$ cat src/hw/rtl/sat_pkg.sv
// ---------------------------------------------------------------------------
// Station address table package
// Shared types, codes and sizes for the compacting station table.
// ---------------------------------------------------------------------------
package sat_pkg;

  // Table depth; valid range 1 to 16
  localparam int ENTRIES = 16;
  localparam int IDX_W   = (ENTRIES > 1) ? $clog2(ENTRIES) : 1;
  localparam int CNT_W   = $clog2(ENTRIES + 1);

  localparam int MAC_W = 48;
  localparam int IP_W  = 32;

  typedef enum logic [1:0] {
    CMD_ADD    = 2'd0,
    CMD_DEL    = 2'd1,
    CMD_SET_IP = 2'd2,
    CMD_READ   = 2'd3
  } sat_cmd_t;

  typedef enum logic [1:0] {
    ST_DONE      = 2'd0,
    ST_FULL      = 2'd1,
    ST_NOT_FOUND = 2'd2
  } sat_status_t;

  // Operation broadcast to the row of cells
  typedef enum logic [1:0] {
    OP_NONE = 2'd0,
    OP_LOAD = 2'd1,
    OP_SET  = 2'd2,
    OP_DEL  = 2'd3
  } sat_op_t;

  typedef enum logic [1:0] {
    S_IDLE = 2'd0,
    S_CMP  = 2'd1,
    S_UPD  = 2'd2,
    S_RD   = 2'd3
  } sat_state_t;

  typedef struct packed {
    sat_cmd_t           command;
    logic [MAC_W-1:0]   station_mac;
    logic [IP_W-1:0]    station_ip;
    logic [3:0]         read_slot;
  } sat_req_t;

  typedef struct packed {
    logic [1:0]         status;
    logic [3:0]         slot_index;
    logic               entry_valid;
    logic [MAC_W-1:0]   entry_mac;
    logic [IP_W-1:0]    entry_ip;
    logic [4:0]         station_count;
  } sat_rsp_t;

  typedef struct packed {
    logic               valid;
    logic [MAC_W-1:0]   mac;
    logic [IP_W-1:0]    ip;
  } sat_entry_t;

  // Control from the row decoder to one cell
  typedef struct packed {
    logic load;
    logic set_ip;
    logic shift;
  } sat_cell_ctl_t;

  // Control from the sequencer to the row
  typedef struct packed {
    sat_op_t          op;
    logic [IDX_W-1:0] idx;
  } sat_row_ctl_t;

endpackage

$ cat src/hw/rtl/station_address_table.sv
// ---------------------------------------------------------------------------
// Station address table
// Compacted table of stations (MAC and IPv4 address) with add, delete,
// set address and read commands.
// ---------------------------------------------------------------------------
// Each request passes through the sequencer's compare, update and read-back
// steps, and its response is loaded into the output register at the end of
// the read-back step. The compare step checks the MAC against every cell in
// parallel. The update step changes the row of cells: append, address write,
// or compaction shift on delete. The read-back step reads the reported slot
// into the output register. The idle step is the one in which the next
// request is accepted. The sequencer takes the next request once the previous
// one has left the read-back step, so a request follows while an earlier
// response still waits on out_ready; a stalled output holds the read-back
// step. Reset clears every cell's valid flag at once; no clearing pass runs.
module station_address_table
  import sat_pkg::*;
(
  input  logic     clk,
  input  logic     rst_n,
  input  logic     in_valid,
  output logic     in_ready,
  input  sat_req_t in_req,
  output logic     out_valid,
  input  logic     out_ready,
  output sat_rsp_t out_rsp
);

  sat_state_t         state_r, state_nxt;
  sat_req_t           req_r, req_nxt;
  logic [ENTRIES-1:0] hit_r, hit_nxt;
  logic [CNT_W-1:0]   count_r, count_nxt;
  sat_status_t        status_r, status_nxt;
  logic               ok_r, ok_nxt;
  logic [IDX_W-1:0]   slot_r, slot_nxt;
  logic               out_valid_r, out_valid_nxt;
  sat_rsp_t           out_rsp_r, out_rsp_nxt;

  sat_row_ctl_t       row_ctl;
  sat_entry_t         ents [ENTRIES];
  logic [ENTRIES-1:0] hit;
  logic [ENTRIES-1:0] valid_vec;
  logic [IDX_W-1:0]   hit_idx;
  logic               hit_any;
  logic               full;
  logic               rd_ok;
  logic               out_free;
  sat_entry_t         rd_ent;
  logic               has;

  sat_row u_row (
    .clk     (clk),
    .rst_n   (rst_n),
    .ctl     (row_ctl),
    .key_mac (req_r.station_mac),
    .new_ip  (req_r.station_ip),
    .ents    (ents),
    .hit     (hit)
  );

  // Encode the matching cell; occupied cells hold distinct MACs
  always_comb begin
    hit_idx = '0;
    for (int i = 0; i < ENTRIES; i++) begin
      if (hit_r[i]) begin
        hit_idx = hit_idx | IDX_W'(i);
      end
    end
  end

  assign hit_any  = |hit_r;
  assign full     = (count_r == CNT_W'(ENTRIES));
  assign rd_ok    = (32'(req_r.read_slot) < 32'(ENTRIES));
  assign out_free = !out_valid_r || out_ready;

  for (genvar i = 0; i < ENTRIES; i++) begin : g_vld
    assign valid_vec[i] = ents[i].valid;
  end

  // Next state
  always_comb begin
    state_nxt = state_r;
    case (state_r)
      S_IDLE:  if (in_valid) state_nxt = S_CMP;
      S_CMP:   state_nxt = S_UPD;
      S_UPD:   state_nxt = S_RD;
      S_RD:    if (out_free) state_nxt = S_IDLE;
      default: state_nxt = S_IDLE;
    endcase
  end

  // Sequencer outputs: row control and report decision
  always_comb begin
    in_ready    = 1'b0;
    row_ctl.op  = OP_NONE;
    row_ctl.idx = hit_idx;
    status_nxt  = status_r;
    ok_nxt      = ok_r;
    slot_nxt    = slot_r;
    count_nxt   = count_r;
    case (state_r)
      S_IDLE: begin
        in_ready = 1'b1;
      end
      S_UPD: begin
        status_nxt = ST_DONE;
        ok_nxt     = 1'b1;
        slot_nxt   = hit_idx;
        case (req_r.command)
          CMD_ADD: begin
            if (!hit_any) begin
              if (full) begin
                status_nxt = ST_FULL;
                ok_nxt     = 1'b0;
              end else begin
                row_ctl.op  = OP_LOAD;
                row_ctl.idx = IDX_W'(count_r);
                slot_nxt    = IDX_W'(count_r);
                count_nxt   = count_r + CNT_W'(1);
              end
            end
          end
          CMD_DEL: begin
            if (hit_any) begin
              row_ctl.op = OP_DEL;
              count_nxt  = count_r - CNT_W'(1);
            end else begin
              status_nxt = ST_NOT_FOUND;
              ok_nxt     = 1'b0;
            end
          end
          CMD_SET_IP: begin
            if (hit_any) begin
              row_ctl.op = OP_SET;
            end else begin
              status_nxt = ST_NOT_FOUND;
              ok_nxt     = 1'b0;
            end
          end
          default: begin
            if (rd_ok) begin
              slot_nxt = IDX_W'(req_r.read_slot);
            end else begin
              status_nxt = ST_NOT_FOUND;
              ok_nxt     = 1'b0;
            end
          end
        endcase
      end
      default: begin
      end
    endcase
  end

  // Capture request and match vector
  assign req_nxt = (state_r == S_IDLE && in_valid) ? in_req : req_r;
  assign hit_nxt = (state_r == S_CMP) ? hit : hit_r;

  // Read back the reported slot and build the response
  assign rd_ent = ents[slot_r];
  assign has    = ok_r && rd_ent.valid;

  always_comb begin
    out_valid_nxt = out_valid_r && !out_ready;
    out_rsp_nxt   = out_rsp_r;
    if (state_r == S_RD && out_free) begin
      out_valid_nxt             = 1'b1;
      out_rsp_nxt.status        = status_r;
      out_rsp_nxt.slot_index    = ok_r ? 4'(slot_r) : 4'd0;
      out_rsp_nxt.entry_valid   = has;
      out_rsp_nxt.entry_mac     = has ? rd_ent.mac : '0;
      out_rsp_nxt.entry_ip      = has ? rd_ent.ip : '0;
      out_rsp_nxt.station_count = 5'(count_r);
    end
  end

  // Control registers
  always_ff @(posedge clk) begin
    if (!rst_n) begin
      state_r     <= S_IDLE;
      count_r     <= '0;
      out_valid_r <= 1'b0;
    end else begin
      state_r     <= state_nxt;
      count_r     <= count_nxt;
      out_valid_r <= out_valid_nxt;
    end
  end

  // Payload registers
  always_ff @(posedge clk) begin
    req_r     <= req_nxt;
    hit_r     <= hit_nxt;
    status_r  <= status_nxt;
    ok_r      <= ok_nxt;
    slot_r    <= slot_nxt;
    out_rsp_r <= out_rsp_nxt;
  end

  assign out_valid = out_valid_r;
  assign out_rsp   = out_rsp_r;

  // Occupied cells never share a MAC
  a_hit_unique: assert property (@(posedge clk) disable iff (!rst_n)
    $onehot0(hit))
    else $error("more than one cell matched the key");

  // Occupied cells equal the station count
  a_count_match: assert property (@(posedge clk) disable iff (!rst_n)
    $countones(valid_vec) == 32'(count_r))
    else $error("valid cells disagree with station count");

  // Compaction keeps occupied cells at the bottom of the row
  a_compact: assert property (@(posedge clk) disable iff (!rst_n)
    ((valid_vec & (valid_vec + ENTRIES'(1))) == '0))
    else $error("gap in occupied cells");

  // A delete removes exactly one station
  a_del_count: assert property (@(posedge clk) disable iff (!rst_n)
    (state_r == S_UPD && row_ctl.op == OP_DEL) |=> (count_r == $past(count_r) - CNT_W'(1)))
    else $error("delete did not drop the count by one");

endmodule

$ cat src/hw/rtl/sat_cell.sv
// ---------------------------------------------------------------------------
// Station table cell
// Holds one station, compares it against the search key and takes its
// upper neighbor's contents when the row compacts after a delete.
// ---------------------------------------------------------------------------
module sat_cell
  import sat_pkg::*;
(
  input  logic             clk,
  input  logic             rst_n,
  input  sat_cell_ctl_t    ctl,
  input  logic [MAC_W-1:0] key_mac,
  input  logic [IP_W-1:0]  new_ip,
  input  sat_entry_t       nbr,
  output sat_entry_t       ent,
  output logic             match
);

  logic             valid_r, valid_nxt;
  logic [MAC_W-1:0] mac_r, mac_nxt;
  logic [IP_W-1:0]  ip_r, ip_nxt;

  // Select next contents: shift wins, then append, then address write
  always_comb begin
    valid_nxt = valid_r;
    mac_nxt   = mac_r;
    ip_nxt    = ip_r;
    if (ctl.shift) begin
      valid_nxt = nbr.valid;
      mac_nxt   = nbr.mac;
      ip_nxt    = nbr.ip;
    end else if (ctl.load) begin
      valid_nxt = 1'b1;
      mac_nxt   = key_mac;
      ip_nxt    = '0;
    end else if (ctl.set_ip) begin
      ip_nxt    = new_ip;
    end
  end

  // Clear the valid flag under reset
  always_ff @(posedge clk) begin
    if (!rst_n) begin
      valid_r <= 1'b0;
    end else begin
      valid_r <= valid_nxt;
    end
  end

  // Hold the station payload
  always_ff @(posedge clk) begin
    mac_r <= mac_nxt;
    ip_r  <= ip_nxt;
  end

  // Compare only occupied cells
  assign match     = valid_r && (mac_r == key_mac);
  assign ent.valid = valid_r;
  assign ent.mac   = mac_r;
  assign ent.ip    = ip_r;

endmodule

$ cat src/hw/rtl/sat_row.sv
// ---------------------------------------------------------------------------
// Station table row
// Chains the cells, each fed by its upper neighbor, and decodes the
// broadcast operation into per-cell load, address write and shift.
// ---------------------------------------------------------------------------
module sat_row
  import sat_pkg::*;
(
  input  logic               clk,
  input  logic               rst_n,
  input  sat_row_ctl_t       ctl,
  input  logic [MAC_W-1:0]   key_mac,
  input  logic [IP_W-1:0]    new_ip,
  output sat_entry_t         ents [ENTRIES],
  output logic [ENTRIES-1:0] hit
);

  sat_entry_t nbrs [ENTRIES];

  for (genvar i = 0; i < ENTRIES; i++) begin : g_cell
    sat_cell_ctl_t cctl;

    // Decode the cell's share of the operation
    always_comb begin
      cctl.load   = (ctl.op == OP_LOAD) && (ctl.idx == IDX_W'(i));
      cctl.set_ip = (ctl.op == OP_SET)  && (ctl.idx == IDX_W'(i));
      cctl.shift  = (ctl.op == OP_DEL)  && (IDX_W'(i) >= ctl.idx);
    end

    // Feed from the upper neighbor; the top cell takes an empty entry
    if (i == ENTRIES - 1) begin : g_top
      assign nbrs[i] = '0;
    end else begin : g_mid
      assign nbrs[i] = ents[i+1];
    end

    sat_cell u_cell (
      .clk     (clk),
      .rst_n   (rst_n),
      .ctl     (cctl),
      .key_mac (key_mac),
      .new_ip  (new_ip),
      .nbr     (nbrs[i]),
      .ent     (ents[i]),
      .match   (hit[i])
    );
  end

endmodule

$ cat config.mk
export PLATFORM = sky130hd
export DESIGN_NAME = station_address_table
export DESIGN_NICKNAME = d
export VERILOG_FILES = /design/src/hw/rtl/sat_pkg.sv /design/src/hw/rtl/station_address_table.sv /design/src/hw/rtl/sat_cell.sv /design/src/hw/rtl/sat_row.sv
export SDC_FILE = /design/constraint.sdc
export NUM_CORES = 2
export LEC_CHECK = 0
export BUFFER_PORTS_ARGS = -buffer_cell sky130_fd_sc_hd__buf_2
export CAP_MARGIN = 30
export CORE_ASPECT_RATIO = 1.1
export CORE_MARGIN = 4
export CORE_UTILIZATION = 40
export DETAILED_ROUTE_END_ITERATION = 10
export PLACE_DENSITY = 0.64
export RECOVER_POWER = 100
export SLEW_MARGIN = 40
export SYNTH_ARGS = -nofsm -noshare
export SYNTH_HDL_FRONTEND = slang
export SYNTH_SLANG_ARGS = --single-unit
export TNS_END_PERCENT = 10
$ cat constraint.sdc
create_clock -name clk -period 7.9 [get_ports clk]
set_clock_uncertainty 0.05 [all_clocks]
set_input_delay 0 -clock clk [delete_from_list [all_inputs] [get_ports clk]]
set_output_delay 0 -clock clk [all_outputs]
set_load 0.03 [all_outputs]
# Word level (Yosys, flattened, before mapping)

Cells that the tools add are included.

Add/subtract/negate cells: 2
Multiply operators: 0
Divide/modulo/power cells: 0
Order comparisons: 17
Equal/unequal tests: 45
Shift operators: 0
Muxes and demuxes: 150
Bitwise logic cells: 2
Reduce and logical (&&, ||, !) cells: 111

Operators by type and width:

| kind                                                              | count |
|---|---|
| 2-to-1 mux 32 bit                                                 | 45 |
| 2-to-1 mux 48 bit                                                 | 30 |
| == test 48 bit                                                    | 16 |
| binary-select mux 81 bit (select 4 bit)                           | 1 |
| 2-to-1 mux 81 bit                                                 | 2 |
| logical AND 1 bit                                                 | 68 |
| nonzero test 3 bit                                                | 15 |
| 2-to-1 mux 4 bit                                                  | 11 |
| 2-to-1 mux 1 bit                                                  | 38 |
| == test 4 bit (second input constant)                             | 8 |
| greater-or-equal comparator 4 bit (first input constant)          | 8 |
| nonzero test 2 bit                                                | 16 |
| 2-to-1 mux 5 bit                                                  | 5 |
| == test 4 x 3 -> 1 bit (second input constant)                    | 4 |
| greater-or-equal comparator 3 x 4 -> 1 bit (first input constant) | 4 |
| OR reduction 16 bit                                               | 1 |
| 2-to-1 mux 2 bit                                                  | 7 |
| 2-to-1 mux 3 bit                                                  | 4 |
| == test 2 bit (second input constant)                             | 5 |
| != test 2 bit (second input constant)                             | 5 |
| case mux 5 bit (2 select lines)                                   | 1 |
| == test 4 x 2 -> 1 bit (second input constant)                    | 2 |
| greater-or-equal comparator 1 x 4 -> 1 bit (first input constant) | 2 |
| greater-or-equal comparator 2 x 4 -> 1 bit (first input constant) | 2 |
| other kinds (21)                                                  | 27 |

Bits in registers: 1505
Latch bits: 0
Bits in writable memories: 0
ROM bits: 0
Input bits: 90
Output and inout bits: 94
Logic and storage cells: 392
Memories: 0

# Longest topological paths before layout

Depth after elaboration: 24
Mapped depth: 12
Mapped depth without buffers: 10

# Cells and area by module

From an unflattened synthesis, not the netlist that was laid out.

Cell total of the unflattened synthesis: 5152
Area, all modules: 80154.4 um^2

By module, submodules not included:

| module                | instances | cells an instance | area an instance (um^2) | seq. area each (um^2) |
|---|---|---|---|---|
| sat_cell              | 16        | 260               | 3915.0                  | 2422.3 |
| station_address_table | 1         | 910               | 17085.1                 | 6195.9 |
| sat_row               | 1         | 82                | 429.2                   | 0.0 |

# Worst setup path after synthesis

Ideal clock, no wire load.

Path type: register to register
Start point: register state_r[0]
End point: register u_row.g_cell[3].u_cell.mac_r[0] (enable)
Setup time: 0.526 ns
Data arrival time: 5.478 ns
Data required time: 7.324 ns
Setup slack: 1.847 ns
Stages on the path, launching flop included: 10
Path buffers: 2
Period minus slack after synthesis: 6.053 ns
Cell sequence: dfxtp_1 -> inv_1 -> ha_1 -> clkbuf_1 -> and2_0 -> nand2_1 -> o21ai_1 -> buf_2 -> nand2_1 -> o31ai_1

Word-level cells in the longest chain between the ends: 5
Elaborated cells on any way between the ends: 9
Classes of those cells: 1 x order compare; 4 x eq/ne; 1 x mux; 3 x reduce/logical

Ends and longest elaborated chain:

| element                                                                  | line                         | RTL |
|---|---|---|
| start, declared                                                          | station_address_table.sv:29  | `sat_state_t state_r, state_nxt;` |
| start signal, assigned                                                   | station_address_table.sv:184 | `state_r <= state_nxt;` |
| == test 2 bit *                                                          | station_address_table.sv:101 | `case (state_r)` |
| 2-to-1 mux 6 bit *                                                       | station_address_table.sv:101 |  |
| greater-or-equal comparator 2 x 4 -> 1 bit, or another cell as far along | sat_row.sv:27                | `cctl.shift = (ctl.op == OP_DEL) && (IDX_W'(i) >= ctl.idx);` |
| logical AND 1 bit (on tied branches)                                     | sat_row.sv:27, sat_row.sv:25 |  |
| nonzero test 2 bit (no line) *                                           | n/a                          |  |
| end signal, assigned                                                     | sat_cell.sv:52               | `mac_r <= mac_nxt;` |
| end, declared                                                            | sat_cell.sv:20               | `logic [MAC_W-1:0] mac_r, mac_nxt;` |

Every way passes the cells marked *; elsewhere a longest branch is shown, timed or not.
A chain may end at the register's enable or synchronous reset.

# Worst setup path after layout

Start point: register hit_r[7]
End point: register u_row.g_cell[5].u_cell.mac_r[26], data pin

Word-level cells in the longest chain between the ends: 16
Elaborated cells on any way between the ends: 21
Classes of those cells: 1 x order compare; 1 x eq/ne; 17 x mux; 2 x reduce/logical

Ends and longest elaborated chain:

| element                                    | line                         | RTL |
|---|---|---|
| start, declared                            | station_address_table.sv:31  | `logic [ENTRIES-1:0] hit_r, hit_nxt;` |
| start signal, assigned                     | station_address_table.sv:193 | `hit_r <= hit_nxt;` |
| 2-to-1 mux 3 bit                           | station_address_table.sv:65  | `if (hit_r[i]) begin` |
| 2-to-1 mux 4 bit (8 in a row)              | station_address_table.sv:65  |  |
| 2-to-1 mux 5 bit                           | station_address_table.sv:112 | `if (full) begin` |
| 2-to-1 mux 5 bit                           | station_address_table.sv:111 | `if (!hit_any) begin` |
| 2-to-1 mux 4 bit                           | station_address_table.sv:109 | `case (req_r.command)` |
| 2-to-1 mux 6 bit *                         | station_address_table.sv:101 |  |
| greater-or-equal comparator 3 x 4 -> 1 bit | sat_row.sv:27                |  |
| logical AND 1 bit *                        | sat_row.sv:27                |  |
| 2-to-1 mux 48 bit *                        | sat_cell.sv:28               | `if (ctl.shift) begin` |
| via u_row.g_cell[5].u_cell.mac_nxt[26]     | sat_cell.sv:20               |  |
| end signal, assigned                       | sat_cell.sv:52               |  |
| end, declared                              | sat_cell.sv:20               |  |

Mark *: on every way through the listed nets, which the timed path passes. The rest lies on a longest branch.

==> impl_results.md <==
- VDD IR max: 0.225 mV
- Residual DRC: 0
- FF+latch area: about 44,000 sq um
- Largest net degree at the start of global routing: approximately 120
- Failing checks: max-capacitance violations, max-slew violations
- Register area share after synthesis: a little under three fifths
- RSZ-0062 raised after global routing: no
- Worst Hold Class: in -> reg
- Hold_ws: 0.0435 ns
- Synthesized Nets: 6,212
- Max-slew headroom: -211%
- Crit Path Max Fanout: 27
- Synth area leaders: edfxtp_1 53%, mux4_2 12%, xor2_1 5.2%, a22o_1 5.0%, nand2_1 4.7%
- Via density: between 6 and 7
- Share of cells above drive strength 1: 19.3%
- Starting Density: around two fifths
- Post-synthesis sequential element count: 1,505
- DIE HEIGHT: approximately 470 um
- Final HPWL DP: between 200 and 250 mm
- Max frequency: 149 MHz
- CP required: around 8.5 ns
- Grt total ovfl: 0
- Post-synth EDFFs: 1,401
- Die ar.: around 200,000 sq um
- Wire per inst: ~40 um
- P&R area growth vs syn: 14.6%
- Status: finished, violations left
- CP Capture Type: register
- Clk_lat worst skew: slightly below 0.9 ns
- Largest area contributor in the netlist: edfxtp_1
- Total of warnings raised by yosys: 0
- Fin crit share: a little over four fifths
- Final hold violation count: 0
- Ports: ~180
- Die X: 432 um
- Synth Flop Type: edfxtp_1
- Max-slew violations: roughly 1,100
- First-pass GRT wire length: around 490 mm
- Worst-path clk slew: around 0.050 ns
- Total Routed Length: ~360 mm
- Fillers: roughly 18,000
- CTS sink count: around 1,500
- Initial antenna violation count: 48
- CP Launch Type: register
- Min Clock Period, post-route: between 6 and 7 ns
- Netlist cell types: 84
- Syn avg cell area: between 10 and 15 sq um
- CTS root buffer: clkbuf_16
- RePlAce Congestion: roughly 1.1
- Iter 0 DRT Violations: roughly 9,900
- Post-synth top area share: between 50% and 60%
- DRT antenna net count: 0
- Cell Pwr Density: around 280 nW/um^2
- Maximum clock path buffer count: 3
- Vias in the first global route: ~55,000
- Syn Inst Count: slightly above 6,000
- Max-cap violations: 39
- Worst slew pin tran: 4.67 ns
- Post-CTS Setup Repair Bufs: 0
- Ys async rst share: 0%
- Endpoints failing setup: 0
- Inserted Clock Buffers: ~170
- Core ar.: between 150,000 and 200,000 sq um
- H-tree Lvls: 4
- Post-Syn Area: around 79,000 sq um
- Area of the multi-input gates: approximately 33,000 sq um
- Pleak: ~31 nW
- GRT Util Overall: between 30% and 40%
- Iteration count of the initial detailed-routing pass: 6
- Critical Path AT: a little over 7 ns
- Via Count: between 50,000 and 60,000
- CTS tree: built
- WS Path Type: reg -> reg
- Core Rows: 170
- Setup TNS: 0 ns
- Number of port buffers: 183
- Nets: 6,361
[Yosys cell counts, types with 97 or more instances]
cell and n:
edfxtp_1 1401, mux2_2 183, o21ai_0 461, xnor2_1 215, mux4_2 405, dfxtp_1 104, xor2_1 472, nand2_1 991
a21oi_1 104, a22o_1 454, buf_2 106, buf_1 97, nor4_1 137, clkbuf_1 391
[layer usage]
metal  GRT usage, %  up-vias  wire, um
met2           50.9     4780    155000
li1               -    23464         -
met4           26.5       24     34600
met3           9.79     1083     43300
met1           42.8    30160    126000
met5              0        -       208
[state kept, by name, summed over array words and instances (netlist names)]
signal,count
count_r,5
hit_r,16
ok_r,1
out_rsp,92
out_valid,1
req_r,86
slot_r,4
state_r,2
status_r,2
u_row.g_cell.u_cell.ip_r,512
u_row.g_cell.u_cell.mac_r,768
u_row.g_cell.u_cell.valid_r,16
[where the power goes]
| group | internal [mW] | total (mW) | switching (mW) |
|---|---|---|---|
| combinational | 2.69 | 7.40 | 4.70 |
| clock | 4.44 | 7.98 | 3.54 |
| sequential | 9.45 | 9.82 | 0.365 |
| total | 16.6 | 25.2 | 8.61 |
[cells by family after synthesis]
| kind of cell | synth area share, % |
|---|---|
| flip-flops | 55.9 |
| AND/OR/NAND/NOR | 8.15 |
| AO/OA/AOI/OAI | 10.3 |
| buffers and inverters | 3.59 |
| XOR/XNOR | 7.62 |
| multiplexers | 14.2 |
| adder cells (fa/ha/maj) | 0.200 |
[final timing paths]
kind,from,endpoint,slack [ns],cells after the start
worst min register to register,status_r[0]$_DFFE_PP_,out_rsp[90]$_DFFE_PP_,0.38,0
worst max register to register,hit_r[7]$_DFFE_PN_,u_row.g_cell[5].u_cell.mac_r[26]$_DFFE_PP_,1.19,7
worst min-delay path,out_ready,out_valid$_SDFF_PN0_,0.04,5
worst max-delay path,hit_r[7]$_DFFE_PN_,u_row.g_cell[5].u_cell.mac_r[26]$_DFFE_PP_,1.19,7
[final cells by class]
type	instances	share of cell area, %
Multi-Input combinational cell	3902	36.1
Sequential cell	1505	48.8
Tap cell	2580	3.57
Antenna cell	33	0.0913
Clock inverter	82	0.882
Inverter	96	0.408
Timing Repair Buffer	586	4.92
Clock buffer	223	5.17
[stage by stage]
stage               setup slack [ns]  power, mW  cells  utilization, %  instance area, sq um
floorplan                       1.85       14.0   6110               -                 78900
global placement                2.42       16.8   8463            42.3                 82700
detailed placement              2.84       17.0   8482            42.7                 83500
CTS                             2.85       24.9   8963            46.4                 90800
global route                    1.31       25.7   8982            46.2                 90400
finish                          1.19       25.2   9007            46.2                 90500
[repair_timing]
| action | 4_1_cts | 5_1_grt |
|---|---|---|
| gates resized for setup | 0 | 0 |
| endpoints found under the hold margin | 148 | 0 |
| hold buffers | 176 | 0 |
[layout by cell type, fill, tap and decap left out, types with 114 or more instances in the layout]
cell type and count:
a22o_1 454, buf_4 145, clkbuf_1 166, clkbuf_16 171, dlygate4sd3_1 176, edfxtp_1 1401, mux2_2 182, mux4_2 404
nand2_1 990, nor4_1 114, o21ai_0 477, xnor2_1 200, xor2_1 445
[worst max-delay path, cell delays in order (launching register included)]
cell and delay [ns]:
edfxtp_1 0.42, nor4_1 1.05, nand2_1 0.26, nand2_1 0.20
clkbuf_1 2.13, nor2_1 1.16, clkbuf_1 0.73, mux2_2 0.47
Note: power is estimated with default switching activity, not from simulation.
